$ cat config.mk
export PLATFORM = sky130hd
export DESIGN_NAME = rbc_div
export DESIGN_NICKNAME = d
export VERILOG_FILES = /design/src/rtl/assert_macros.svh /design/src/rtl/rbc_pkg.sv /design/src/rtl/rbc_div.sv
export SDC_FILE = /design/constraint.sdc
export NUM_CORES = 1
export LEC_CHECK = 0
export BUFFER_PORTS_ARGS = -buffer_cell sky130_fd_sc_hd__buf_4
export CAP_MARGIN = 20
export CORE_MARGIN = 1
export CORE_UTILIZATION = 51
export CTS_CLUSTER_DIAMETER = 30
export DETAILED_ROUTE_END_ITERATION = 10
export PLACE_DENSITY = 0.87
export SETUP_SLACK_MARGIN = 0.02
export SYNTH_ARGS = -nofsm -noshare
export SYNTH_HDL_FRONTEND = slang
export SYNTH_SLANG_ARGS = --single-unit
export TNS_END_PERCENT = 30
$ cat constraint.sdc
create_clock -name clock -period 2.7 [get_ports clock]
set_input_delay 0.675 -clock clock [delete_from_list [all_inputs] [get_ports clock]]
set_output_delay 0.675 -clock clock [all_outputs]
set_load 0.05 [all_outputs]
$ cat src/rtl/assert_macros.svh
// Assertion helpers for the RTL.
`ifndef ASSERT_MACROS_SVH
`define ASSERT_MACROS_SVH

// Same-cycle implication under reset.
`define RBC_ASSERT_IMPL(label, clk, rst, ante, cons, msg) \
   label: assert property (@(posedge clk) disable iff (rst) (ante) |-> (cons)) \
      else $error(msg);

// Next-cycle implication under reset.
`define RBC_ASSERT_NEXT(label, clk, rst, ante, cons, msg) \
   label: assert property (@(posedge clk) disable iff (rst) (ante) |=> (cons)) \
      else $error(msg);

`endif

$ cat src/rtl/rbc_pkg.sv
package rbc_pkg;

   localparam int MAX_POLES_DEFAULT = 16;
   localparam int HW = 40;            // homogeneous lane width, Q24.16
   localparam int NUM_W = 56;         // dividend width
   localparam int DEN_W = 24;         // divisor width, weight Q8.16
   localparam logic [4:0] POLE_COUNT_RESET = 5'd4;
   localparam logic [16:0] T_ONE = 17'd65536;

   localparam logic CMD_LOAD = 1'b0;
   localparam logic CMD_EVAL = 1'b1;

   typedef struct packed {
      logic              command;
      logic [3:0]        pole_index;
      logic signed [31:0] coord_x;
      logic signed [31:0] coord_y;
      logic signed [31:0] coord_z;
      logic [23:0]       weight;
      logic [16:0]       param_t;
   } req_type;

   typedef struct packed {
      logic signed [31:0] point_x;
      logic signed [31:0] point_y;
      logic signed [31:0] point_z;
      logic              zero_weight;
   } rsp_type;

   typedef struct packed {
      logic signed [HW-1:0] hx;
      logic signed [HW-1:0] hy;
      logic signed [HW-1:0] hz;
      logic signed [HW-1:0] hw;
   } hpoint_type;

   typedef struct packed {
      logic shift;
      logic load;
   } cell_ctl_type;

endpackage

$ cat src/rtl/rbc_div.sv
module rbc_div (
   input  logic                      clock,
   input  logic                      reset,
   input  logic                      start,
   input  logic [rbc_pkg::NUM_W-1:0] num,
   input  logic [rbc_pkg::DEN_W-1:0] den,
   output logic [rbc_pkg::NUM_W-1:0] quot,
   output logic                      done
);

   localparam int CNT_W = $clog2(rbc_pkg::NUM_W + 1);

   logic [rbc_pkg::NUM_W-1:0] num_ff;
   logic [rbc_pkg::NUM_W-1:0] quo_ff;
   logic [rbc_pkg::DEN_W-1:0] den_ff;
   logic [rbc_pkg::DEN_W:0]   rem_ff;
   logic [CNT_W-1:0]          cnt_ff;
   logic                      busy_ff;
   logic                      done_ff;
   logic [rbc_pkg::DEN_W:0]   rem_sh;
   logic                      fits;

   always_comb begin
      rem_sh = {rem_ff[rbc_pkg::DEN_W-1:0], num_ff[rbc_pkg::NUM_W-1]};
      fits   = rem_sh >= {1'b0, den_ff};
   end

   always_ff @(posedge clock) begin
      if (reset) begin
         busy_ff <= 1'b0;
         done_ff <= 1'b0;
         cnt_ff  <= '0;
      end else begin
         done_ff <= 1'b0;
         if (start) begin
            busy_ff <= 1'b1;
            cnt_ff  <= CNT_W'(rbc_pkg::NUM_W);
         end else if (busy_ff) begin
            cnt_ff <= cnt_ff - 1'b1;
            if (cnt_ff == CNT_W'(1)) begin
               busy_ff <= 1'b0;
               done_ff <= 1'b1;
            end
         end
      end
   end

   // one quotient bit per cycle, restoring
   always_ff @(posedge clock) begin
      if (start) begin
         num_ff <= num;
         den_ff <= den;
         rem_ff <= '0;
         quo_ff <= '0;
      end else if (busy_ff) begin
         num_ff <= {num_ff[rbc_pkg::NUM_W-2:0], 1'b0};
         rem_ff <= fits ? (rem_sh - {1'b0, den_ff}) : rem_sh;
         quo_ff <= {quo_ff[rbc_pkg::NUM_W-2:0], fits};
      end
   end

   assign quot = quo_ff;
   assign done = done_ff;

endmodule

Yosys cells after proc, flatten, opt, wreduce, memory -nomap -nowiden
Cells that the tools add are included.

storage, ports and cells
  bits in writable memories = 0
  input port bits = 83
  bits in registers = 168
  latch bits = 0
  memories = 0
  ROM bits = 0
  output and inout bits = 57
  logic and storage cells = 25

cells by class
  bitwise operators = 1
  reduce and logical (&&, ||, !) cells = 3
  shift operators = 0
  muxes and demuxes = 9
  equal/unequal tests = 1
  $add $sub $neg = 2
  div/mod/pow operators = 0
  magnitude comparators = 1
  multiply operators = 0

operator list
  cell                                              number
  two-way mux 56 bit                                2
  greater-or-equal comparator 25 x 24 -> 1 bit      1
  two-way mux 24 bit                                1
  subtractor 24 bit                                 1
  two-way mux 6 bit                                 2
  == test 6 x 1 -> 1 bit, second input constant     1
  subtractor 6 x 1 -> 6 bit, second input constant  1
  two-way mux 1 bit                                 4
  OR reduction 3 bit                                1
  nonzero test 2 bit                                1
  OR reduction 2 bit                                1
  inverter 1 bit                                    1

Longest topological paths before layout
Gate-level depths: netlist of the first run.

  word-level depth = 4
  mapped depth = 11

Least setup slack after synthesis of the first run
Ideal clock, no wire load.

  kind = in2reg
  start point = input start
  end point = register num_ff[0] (netlist bit), enable pin
  library setup time = 0.412 ns
  setup slack = -0.073 ns
  data required time = 2.288 ns
  arrival = 2.361 ns
  cell stages on the path = 4
  cells stage by stage = clkbuf_1 clkbuf_1 nor2_1 inv_1

on the way
  word-level cells in the longest chain between the ends = 1

ends and longest elaborated chain
  what                                 RTL line       RTL
  start, declared                      rbc_div.sv:4   input logic start,
  nonzero test 2 bit (no source line)  --
  end signal, assigned                 rbc_div.sv:51  num_ff <= num;
  end signal, assigned                 rbc_div.sv:56  num_ff <= {num_ff[rbc_pkg::NUM_W-2:0], 1'b0};
  end, declared                        rbc_div.sv:13  logic [rbc_pkg::NUM_W-1:0] num_ff;

No other way between the ends.
A chain may end at the register's enable or synchronous reset.

Worst setup path after layout of the first run
  start point = register num_ff[55] (netlist bit)
  end point = register rem_ff[22] (netlist bit)

on the way
  word-level cells in the longest chain between the ends = 2
  elaborated cells between the ends (all ways) = 3

ends and longest elaborated chain
  what                                                                                      RTL line                      RTL
  subtractor 24 bit / greater-or-equal comparator 25 x 24 -> 1 bit (equally long branches)  rbc_div.sv:57, rbc_div.sv:25
  two-way mux 24 bit *                                                                      rbc_div.sv:57                 rem_ff <= fits ? (rem_sh - {1'b0, den_ff}) : rem_sh;
  end signal, assigned                                                                      rbc_div.sv:57
  end, declared                                                                             rbc_div.sv:16                 logic [rbc_pkg::DEN_W:0] rem_ff;

Every way passes the cells marked *; elsewhere a longest branch is shown, timed or not.

==> flow_summary.toml, run 1 <==
[outcome]
status = "completed"

[grt]
grt-ovfl-total = 0
busiest_layer = "met2"
grtUsageMet1_pct = 24.5
grt_pass1_wl_um = 25800
grt_max_degree = 164
grt_pass1_vias = 5363
antenna_found_initial = 0
grt_util_met2_pct = 34.2
grt_util_all_layers_pct = 20.6
gr-usage-met3_pct = 7.48

[setup_path]
rrSetupSlack_ps = 160
path_buf_inv = 1
cp.required_ps = 3040
crit_slowest_cell = "edfxtp_1"
max_stage_delay_ps = 350
critical_path_class = "flip-flop to flip-flop"
crit_family = "compound AO/OA/AOI/OAI gates"
start_kind = "flip-flop"
worstPathCellList = "inv_1 -> ha_2 -> fa_2 -> nor2b_2 -> o31a_1 -> o31ai_2 -> nand2_1 -> a311oi_2 -> or3b_2 -> nand3_1 -> a211oi_2"
critPathMaxFanout = 3
crit_path_end_kind = "flip-flop"
cp.arrival_ps = 2880

[sta]
finalSetupViolCount = 0
maxSlewViolCount = 0
fmax_mhz = 394
rsz0062_at_grt = "true"
finalCritPeriodShare_pct = 94.0
relSlewSlack_pct = 43.1
min_period_ps = 2540
clock_skew_ps = 4.75
hold_violations = 0
worst_slew_pin_slew_ps = 854

[clock_network]
clkSinkCount = 168
cts_root_buf = "clkbuf_16"
cts_buffers = 17
path_clk_slew_ps = 60
clock_path_buffers = 2
clk_latency_ps = 420
tritoncts = "yes"
htreeDepth = 4

[finish]
seq_area_um2 = 4170
fin_nets = 932
diodes = 0
final.fill_count = 1067
area_delta_synth_final_pct = 26.1
drive_gt1_share_pct = 33.2
multi_input_area_um2 = 3470
finalNonFillerCells = 1019

[place]
io_buffers = 139
gp_congestion = 0.819
dp_hpwl_um = 10600
dp.cells = 983

[power_and_ir_drop]
irDropWorstVdd_mv = 0.492
powerDensity_nw_per_um2 = 668
cellLeakagePower_nw = 4.11
finalPower_mw = 6.57

[route]
vias = 5477
wl_per_cell_um = 15.7
drtIter0Drc = 255
detail-route-antenna-nets = 0
drcViolationCount = 0
drt-vias-per-instance = 5.37
drt_pass1_iterations = 5
wl_um = 16000

[synthesis]
synth_top_cell_by_area = "edfxtp_1"
ys.flop_type = "dfxtp_1"
synth_warnings = 0
synth-seq-cells = 168
netlist_instances = 680
synth.net_count = 790
synth-edff-count = 80
synth_area_leaders = "edfxtp_1 31%, dfxtp_1 23%, mux2i_1 9.4%"
async_reset_ff_share_pct = 0
synth_cell_types = 57
avgSynthCellArea_um2 = 11.5
yosysMostFrequentCell = "nor2_1"
synth_area_um2 = 7800
synth_common_cells = "100 x nor2_1, 88 x dfxtp_1, 80 x edfxtp_1"
synth_top_area_share_pct = 30.8
seq_area_frac_synth_pct = 53.4

[floorplanning]
row_count = 44
fp.dieW_um = 126
core_um2 = 14800
die_area_um2 = 15800
io_pins = 140
die_h_um = 126
initial_core_util_pct = 52.9

[worst_hold_path]
hold_class = "primary input to flip-flop"

[run]
max-cap-violations = 0
## what timing repair did
item,4_1_cts,5_1_grt
setup endpoints to repair,12,25
resized for setup,0,26
hold buffers,0,0
gates cloned,0,1
setup buffers,1,2
pin swaps,1,8
## where the power goes
part	internal, mW	total (mW)	switching (mW)	leakage, nW
logic	0.561	1.13	0.565	2.31
registers	2.86	2.94	0.0802	1.51
clock network	1.49	2.51	1.02	0.290
total	4.91	6.57	1.66	4.11
## registers in the layout, summed over array words and instances, names as in the netlist
name	flops
busy_ff	1
cnt_ff	6
den_ff	24
done	1
num_ff	56
quot	56
rem_ff	24
## placed cells by master (no fill, tap or decap), drive strengths merged, types with 3 or more instances in the layout
master,n
nand3,11
and3,3
a21o,8
edfxtp,80
buf,156
inv,39
dfxtp,88
mux2,57
o211ai,3
o21a,5
a21oi,22
nand2b,6
a31o,3
nor4,3
and2,3
clkbuf,19
nor3,6
a311oi,4
clkinvlp,4
nand2,21
a211oi,18
nand4,3
bufinv,3
nor2,100
xor2,6
o21ai,17
xnor2,16
mux2i,73
o22ai,5
ha,26
## worst register-to-register path, delay by kind of cell, from the launching register on
| family | cells | cell delay (ps) |
|---|---|---|
| simple gates | 4 | 480 |
| fa+ha+maj | 2 | 450 |
| flops | 1 | 350 |
| compound gates | 4 | 1090 |
| buf+inv | 1 | 90 |
## path summary, 6_finish.rpt
path,from,depth (start not counted),endpoint
worst max register to register,num_ff[55],11,rem_ff[22]
worst max-delay path,num_ff[55],11,rem_ff[22]
worst min-delay path,den[4],1,den_ff[4]
worst min register to register,rem_ff[1],2,rem_ff[1]
## cell families (layout without fill, tap and decap cells)
| family | Yosys count | count (layout) | share of synthesized area, % |
|---|---|---|---|
| compound gates | 99 | 99 | 9.16 |
| xor+xnor | 22 | 22 | 2.47 |
| fa+ha+maj | 27 | 27 | 4.43 |
| buf+inv | 68 | 223 | 3.61 |
| flops | 168 | 168 | 53.4 |
| mux | 130 | 130 | 17.6 |
| simple gates | 166 | 166 | 9.40 |
## per-stage QoR
stage | area (um^2) | worst slack, ps | TNS (ps) | utilization, % | hold WS (ps)
2_1_floorplan | 7810 | 148 | 0 | - | 450
5_1_grt | 9840 | -30.6 | -65.5 | 66.7 | 397
3_5_place_dp | 9070 | -1.75 | -1.75 | 61.5 | 487
3_3_place_gp | 9070 | 90.0 | 0 | 61.5 | 477
4_1_cts | 9690 | 28.4 | 0 | 65.7 | 405
6_report | 9840 | 162 | 0 | 66.7 | 427
## cell type report
class,instances,area share [%]
timing repair buffer,156,12.4
sequential,168,42.4
clock buffer,19,4.50
inverter,35,1.37
multi-input combinational,444,35.3
tap,184,2.34
clock inverter,13,1.70
## routing by layer
layer,wire (um),vias to the layer above
li1,-,2734
met1,6810,2570
met2,7850,153
met3,1030,20
met4,293,0
met5,0,-
Power figures use the tool's default switching activity.
==> run 2: changes to the inputs <==
--- a/config.mk
+++ b/config.mk
@@ -5,6 +5,7 @@
 export SDC_FILE = /design/constraint.sdc
 export NUM_CORES = 1
 export LEC_CHECK = 0
+export ABC_AREA = 1
 export BUFFER_PORTS_ARGS = -buffer_cell sky130_fd_sc_hd__buf_4
 export CAP_MARGIN = 20
 export CORE_MARGIN = 1
==> flow_summary.toml, run 2 <==
[worst_hold_path]
hold_depth = 1
min_to = "den_ff[21]"
hp-start = "den[21]"
hold_class = "primary input to flip-flop"

[setup_path]
path_buf_inv = 1
rr_worst_depth = 12
crit_slowest_cell = "ha_1"
critical_path_class = "flip-flop to flip-flop"
crit_path_end_kind = "flip-flop"
worstPathCellList = "inv_1 -> ha_1 -> a21oi_1 -> nand2_1 -> nand2_1 -> nand2_1 -> a21oi_4 -> nand3_4 -> nand2_1 -> nand2_1 -> nand2_1 -> nand2_1"
critPathMaxFanout = 25
r2r-end = "rem_ff[22]"
max_stage_delay_ps = 350
cp.arrival_ps = 2760
worst_path_most_repeated_cell = "nand2_1"
cp.required_ps = 3030
start_kind = "flip-flop"
crit_family = "simple AND/OR/NAND/NOR gates"
r2r-start = "den_ff[12]"
rrSetupSlack_ps = 260

[place]
io_buffers = 139
gp_congestion = 0.971
dp.cells = 1354
dp_hpwl_um = 13400
dpl_cell_area_um2 = 9360

[synthesis]
synth.net_count = 1138
synth-seq-cells = 168
synth_cell_types = 35
synth_area_um2 = 8100
seq_area_frac_synth_pct = 51.4
netlist_instances = 1028
synth_warnings = 0
yosysMostFrequentCell = "nand2_1"
avgSynthCellArea_um2 = 7.88
async_reset_ff_share_pct = 0
ys.flop_type = "dfxtp_1"
synth_top_cell_by_area = "edfxtp_1"
synth-edff-count = 80
synth_common_cells = "425 x nand2_1, 150 x inv_1, 88 x dfxtp_1"
synth_area_leaders = "edfxtp_1 30%, dfxtp_1 22%, nand2_1 20%"
synth_top_area_share_pct = 29.6

[clock_network]
ctsResizeCount = 0
post_cts_buffers = 0
cts_buffers = 17
postCtsHoldBufs = 0
tritoncts = "yes"
htreeDepth = 4
cts_root_buf = "clkbuf_16"
clkSinkCount = 168
path_clk_slew_ps = 80
clock_path_buffers = 2
clk_latency_ps = 430

[floorplanning]
initial_core_util_pct = 52.7
fp.dieW_um = 128
io_pins = 140
row_count = 45
core_um2 = 15400
die_h_um = 128
die_area_um2 = 16400

[grt]
grt_util_all_layers_pct = 24.8
antenna_found_initial = 0
grt_pass1_vias = 6720
grt_max_degree = 61
grt-ovfl-total = 0
grt_pass1_wl_um = 31900

[sta]
relSlewSlack_pct = 39.8
min_period_ps = 2440
rsz0062_at_grt = "false"
finalSetupViolCount = 0
maxSlewViolCount = 0
fmax_mhz = 410
hold_violations = 0
clock_skew_ps = 15.0
finalSetupTns_ps = 0
worst_slew_pin_slew_ps = 901
finalCritPeriodShare_pct = 90.3

[finish]
area_delta_synth_final_pct = 22.7
final_common_cell = "nand2_1"
final_cell_mix = "425 x nand2_1, 151 x buf_4, 149 x inv_1"
drive_gt1_share_pct = 16.8
finalNonFillerCells = 1386
fin_nets = 1272
fin_util_pct = 64.7
stdcell_area_um2 = 9940
diodes = 0

[power_and_ir_drop]
cellLeakagePower_nw = 4.88
powerDensity_nw_per_um2 = 580
irDropWorstVdd_mv = 0.704
finalPower_mw = 5.76

[route]
drt_pass1_iterations = 5
detail-route-antenna-nets = 0
vias = 7018
drtIter0Drc = 398
wl_um = 19300
drcViolationCount = 0
drt-vias-per-instance = 5.06
wl_per_cell_um = 14.0

[outcome]
status = "completed"

[run]
max-cap-violations = 0
-- run 2: cell count changes in the layout (fill, tap and decap cells not counted), sizes merged, moves of 6 or more --
| cell | previous run | this run |
|---|---|---|
| nand2 | 21 | 425 |
| o21ai | 17 | 8 |
| inv | 39 | 160 |
| nor2 | 100 | 42 |
| nand4 | 3 | 28 |
| o22ai | 5 | 54 |
| mux2i | 73 | 0 |
| xnor2 | 16 | 1 |
| nand3 | 11 | 37 |
| a211oi | 18 | 1 |
| mux2 | 57 | 0 |
| nand2b | 6 | 0 |
| a21o | 8 | 1 |
-- run 2: area by class of cell --
type | count | area (um^2)
Inverter | 153 | 577
Multi-Input combinational cell | 670 | 3200
Timing Repair Buffer | 152 | 1150
Clock inverter | 15 | 156
Tap cell | 211 | 264
Clock buffer | 17 | 425
Sequential cell | 168 | 4160
Fill cell | 1280 | 5430
-- run 2: report_power, final --
group	leakage (nW)	total, mW	internal [mW]	switching [mW]
Clock	0.278	2.40	1.24	1.16
Sequential	1.52	2.86	2.82	0.0423
Combinational	3.08	0.505	0.198	0.307
Total	4.88	5.76	4.25	1.51
-- run 2: through the flow --
step	hold slack, ps	worst slack, ps
final	415	262
after global placement	443	295
after floorplan	442	417
after detailed placement	460	270
after global routing	403	55.3
after CTS	402	275
-- run 2: kinds of logic (layout without fill, tap and decap cells) --
| group | after synthesis | after routing | share of synthesized area, % |
|---|---|---|---|
| buffers and inverters | 190 | 337 | 9.13 |
| AOI/OAI and AO/OA | 93 | 93 | 7.04 |
| and+or+nand+nor | 540 | 540 | 27.1 |
| xor gates and xnor gates | 10 | 10 | 1.08 |
| DFF | 168 | 168 | 51.4 |
| adders and majority gates | 27 | 27 | 4.26 |
-- run 2: how the worst max path moves through the flow --
stage / depth (start not counted) / slack (ps) / end / start
after floorplan: 4 / 420 / num_ff[0] / start
after global routing: 12 / 60 / rem_ff[22] / den_ff[12]
after detailed placement: 12 / 270 / rem_ff[22] / den_ff[12]
final: 12 / 260 / rem_ff[22] / den_ff[12]
after CTS: 12 / 270 / rem_ff[22] / den_ff[12]
after global placement: 12 / 290 / rem_ff[19] / den_ff[12]
-- run 2: per-layer routing --
layer	GRT usage [%]	part of all wire, %	up-vias
li1	-	-	3564
met1	31.3	44	3194
met4	9.90	3.0	0
met3	6.30	6.4	43
met2	40.6	47	217
met5	0	0	-
==> run 3: changes to the inputs <==
--- a/config.mk
+++ b/config.mk
@@ -6,13 +6,13 @@
 export NUM_CORES = 1
 export LEC_CHECK = 0
 export ABC_AREA = 1
-export BUFFER_PORTS_ARGS = -buffer_cell sky130_fd_sc_hd__buf_4
 export CAP_MARGIN = 20
 export CORE_MARGIN = 1
-export CORE_UTILIZATION = 51
+export CORE_UTILIZATION = 55
 export CTS_CLUSTER_DIAMETER = 30
 export DETAILED_ROUTE_END_ITERATION = 10
-export PLACE_DENSITY = 0.87
+export DONT_BUFFER_PORTS = 1
+export PLACE_DENSITY = 0.83
 export SETUP_SLACK_MARGIN = 0.02
 export SYNTH_ARGS = -nofsm -noshare
 export SYNTH_HDL_FRONTEND = slang
==> flow_summary.toml, run 3 (synthesized netlist as in run 2, its figures left out) <==
[clock_network]
cts_buffers = 17
htreeDepth = 4
clkSinkCount = 168
postCtsHoldBufs = 0
ctsResizeCount = 0
clk_latency_ps = 430
tritoncts = "yes"
post_cts_buffers = 0
cts_root_buf = "clkbuf_16"
path_clk_slew_ps = 70
clock_path_buffers = 2

[setup_path]
critical_path_class = "flip-flop to flip-flop"
crit_path_end_kind = "flip-flop"
critPathMaxFanout = 25
worstPathCellList = "inv_1 -> ha_1 -> a21oi_1 -> nand2_1 -> nand2_1 -> nand2_1 -> a21oi_4 -> nand3_4 -> nand2_1 -> nand2_1 -> nand2_1 -> nand2_1"
r2r-end = "rem_ff[22]"
start_kind = "flip-flop"
cp.required_ps = 3030
cp.arrival_ps = 2670
max_stage_delay_ps = 340
crit_slowest_cell = "ha_1"
r2r-start = "den_ff[12]"
rr_worst_depth = 12
worst_path_most_repeated_cell = "nand2_1"
rrSetupSlack_ps = 360

[finish]
fin_util_pct = 62.6
stdcell_area_um2 = 8860
area_delta_synth_final_pct = 9.33
seq_area_um2 = 4160
finalNonFillerCells = 1213
final_common_cell = "nand2_1"
final_cell_mix = "425 x nand2_1, 149 x inv_1, 88 x dfxtp_1"
diodes = 0
final.fill_count = 1177
drive_gt1_share_pct = 5.23
fin_nets = 1130
multi_input_area_um2 = 3200

[floorplanning]
die_area_um2 = 15200
die_h_um = 123
row_count = 43
fp.dieW_um = 123
io_pins = 140
initial_core_util_pct = 57.3
core_um2 = 14100

[power_and_ir_drop]
cellLeakagePower_nw = 4.17
p_sw_mw = 1.45
irDropWorstVdd_mv = 0.611
seqPwrFrac_pct = 50.0
p_int_mw = 4.27
clkPwrFrac_pct = 43.2
powerDensity_nw_per_um2 = 645
swShare_pct = 25.3
p_comb_share_pct = 6.8

[sta]
hold_violations = 0
maxSlewViolCount = 0
finalSetupViolCount = 0
rsz0062_at_grt = "false"
fmax_mhz = 427
clock_skew_ps = 9.13
relSlewSlack_pct = 41.7
finalSetupTns_ps = 0
min_period_ps = 2340
finalCritPeriodShare_pct = 86.8
worst_slew_pin_slew_ps = 874

[grt]
antenna_found_initial = 1
grt_util_all_layers_pct = 24.9
grt_pass1_wl_um = 29200
grt_max_degree = 84
grt-ovfl-total = 0
grt_pass1_vias = 6100

[route]
drt-vias-per-instance = 5.31
drcViolationCount = 0
drt_pass1_iterations = 5
vias = 6437
detail-route-antenna-nets = 0
drtIter0Drc = 414
wl_um = 17900
wl_per_cell_um = 14.7

[place]
gp_congestion = 0.921
dp_hpwl_um = 12100
dpl_cell_area_um2 = 8250
io_buffers = 0
dp.cells = 1181

[run]
max-cap-violations = 0

[worst_hold_path]
hp-start = "reset"
min_to = "busy_ff"
hold_depth = 1
hold_class = "primary input to flip-flop"

[outcome]
status = "completed"
-- run 3: changes by cell type in the layout (fill, tap and decap cells not counted), sizes merged --
cell / before / now
clkinvlp: 3 / 2
buf: 152 / 10
bufinv: 0 / 1
-- run 3: critical path: cells and delay by family (launching register included) --
| family | cells | cell delay, ps |
|---|---|---|
| buffers and inverters | 1 | 50 |
| AOI/OAI and AO/OA | 2 | 460 |
| DFF | 1 | 330 |
| adders and majority gates | 1 | 340 |
| and+or+nand+nor | 8 | 1060 |
-- run 3: power groups by stage --
stage	clock (mW)	sequential, mW	combinational [mW]
after global placement	0	2.91	0.378
after global routing	2.60	2.87	0.448
after CTS	2.50	2.86	0.389
final	2.47	2.86	0.390
after detailed placement	0	2.92	0.384
after floorplan	0	2.90	0.315
-- run 3: cell type report --
| class | instances | share of cell area [%] |
|---|---|---|
| multi-input cells | 670 | 36.1 |
| inverters | 153 | 6.51 |
| clock buffers | 17 | 4.80 |
| clock inverters | 15 | 2.03 |
| well taps | 180 | 2.54 |
| repair buffers | 10 | 0.989 |
| flip-flops and latches | 168 | 47.0 |
-- run 3: layer usage --
layer | up-vias | track usage [%] | part of all wire, %
met3 | 41 | 8.07 | 6.3
met2 | 193 | 39.9 | 47
li1 | 3278 | - | -
met5 | - | 0 | 0.073
met1 | 2923 | 30.8 | 44
met4 | 2 | 10.5 | 2.5
-- run 3: stage by stage --
| step | setup WS [ps] | power [mW] | hold WS (ps) |
|---|---|---|---|
| 2_1_floorplan | 417 | 3.22 | 442 |
| 3_3_place_gp | 475 | 3.29 | 454 |
| 3_5_place_dp | 391 | 3.30 | 462 |
| 4_1_cts | 372 | 5.75 | 300 |
| 5_1_grt | 94.2 | 5.92 | 290 |
| 6_report | 358 | 5.72 | 306 |
-- run 3: how the worst max path moves through the flow --
stage,start,cells past startpoint,end
after CTS,den_ff[12],12,rem_ff[22]
final,den_ff[12],12,rem_ff[22]
after detailed placement,den_ff[12],12,rem_ff[22]
after global routing,den_ff[12],12,rem_ff[23]
after floorplan,start,4,num_ff[0]
after global placement,den_ff[12],12,rem_ff[22]
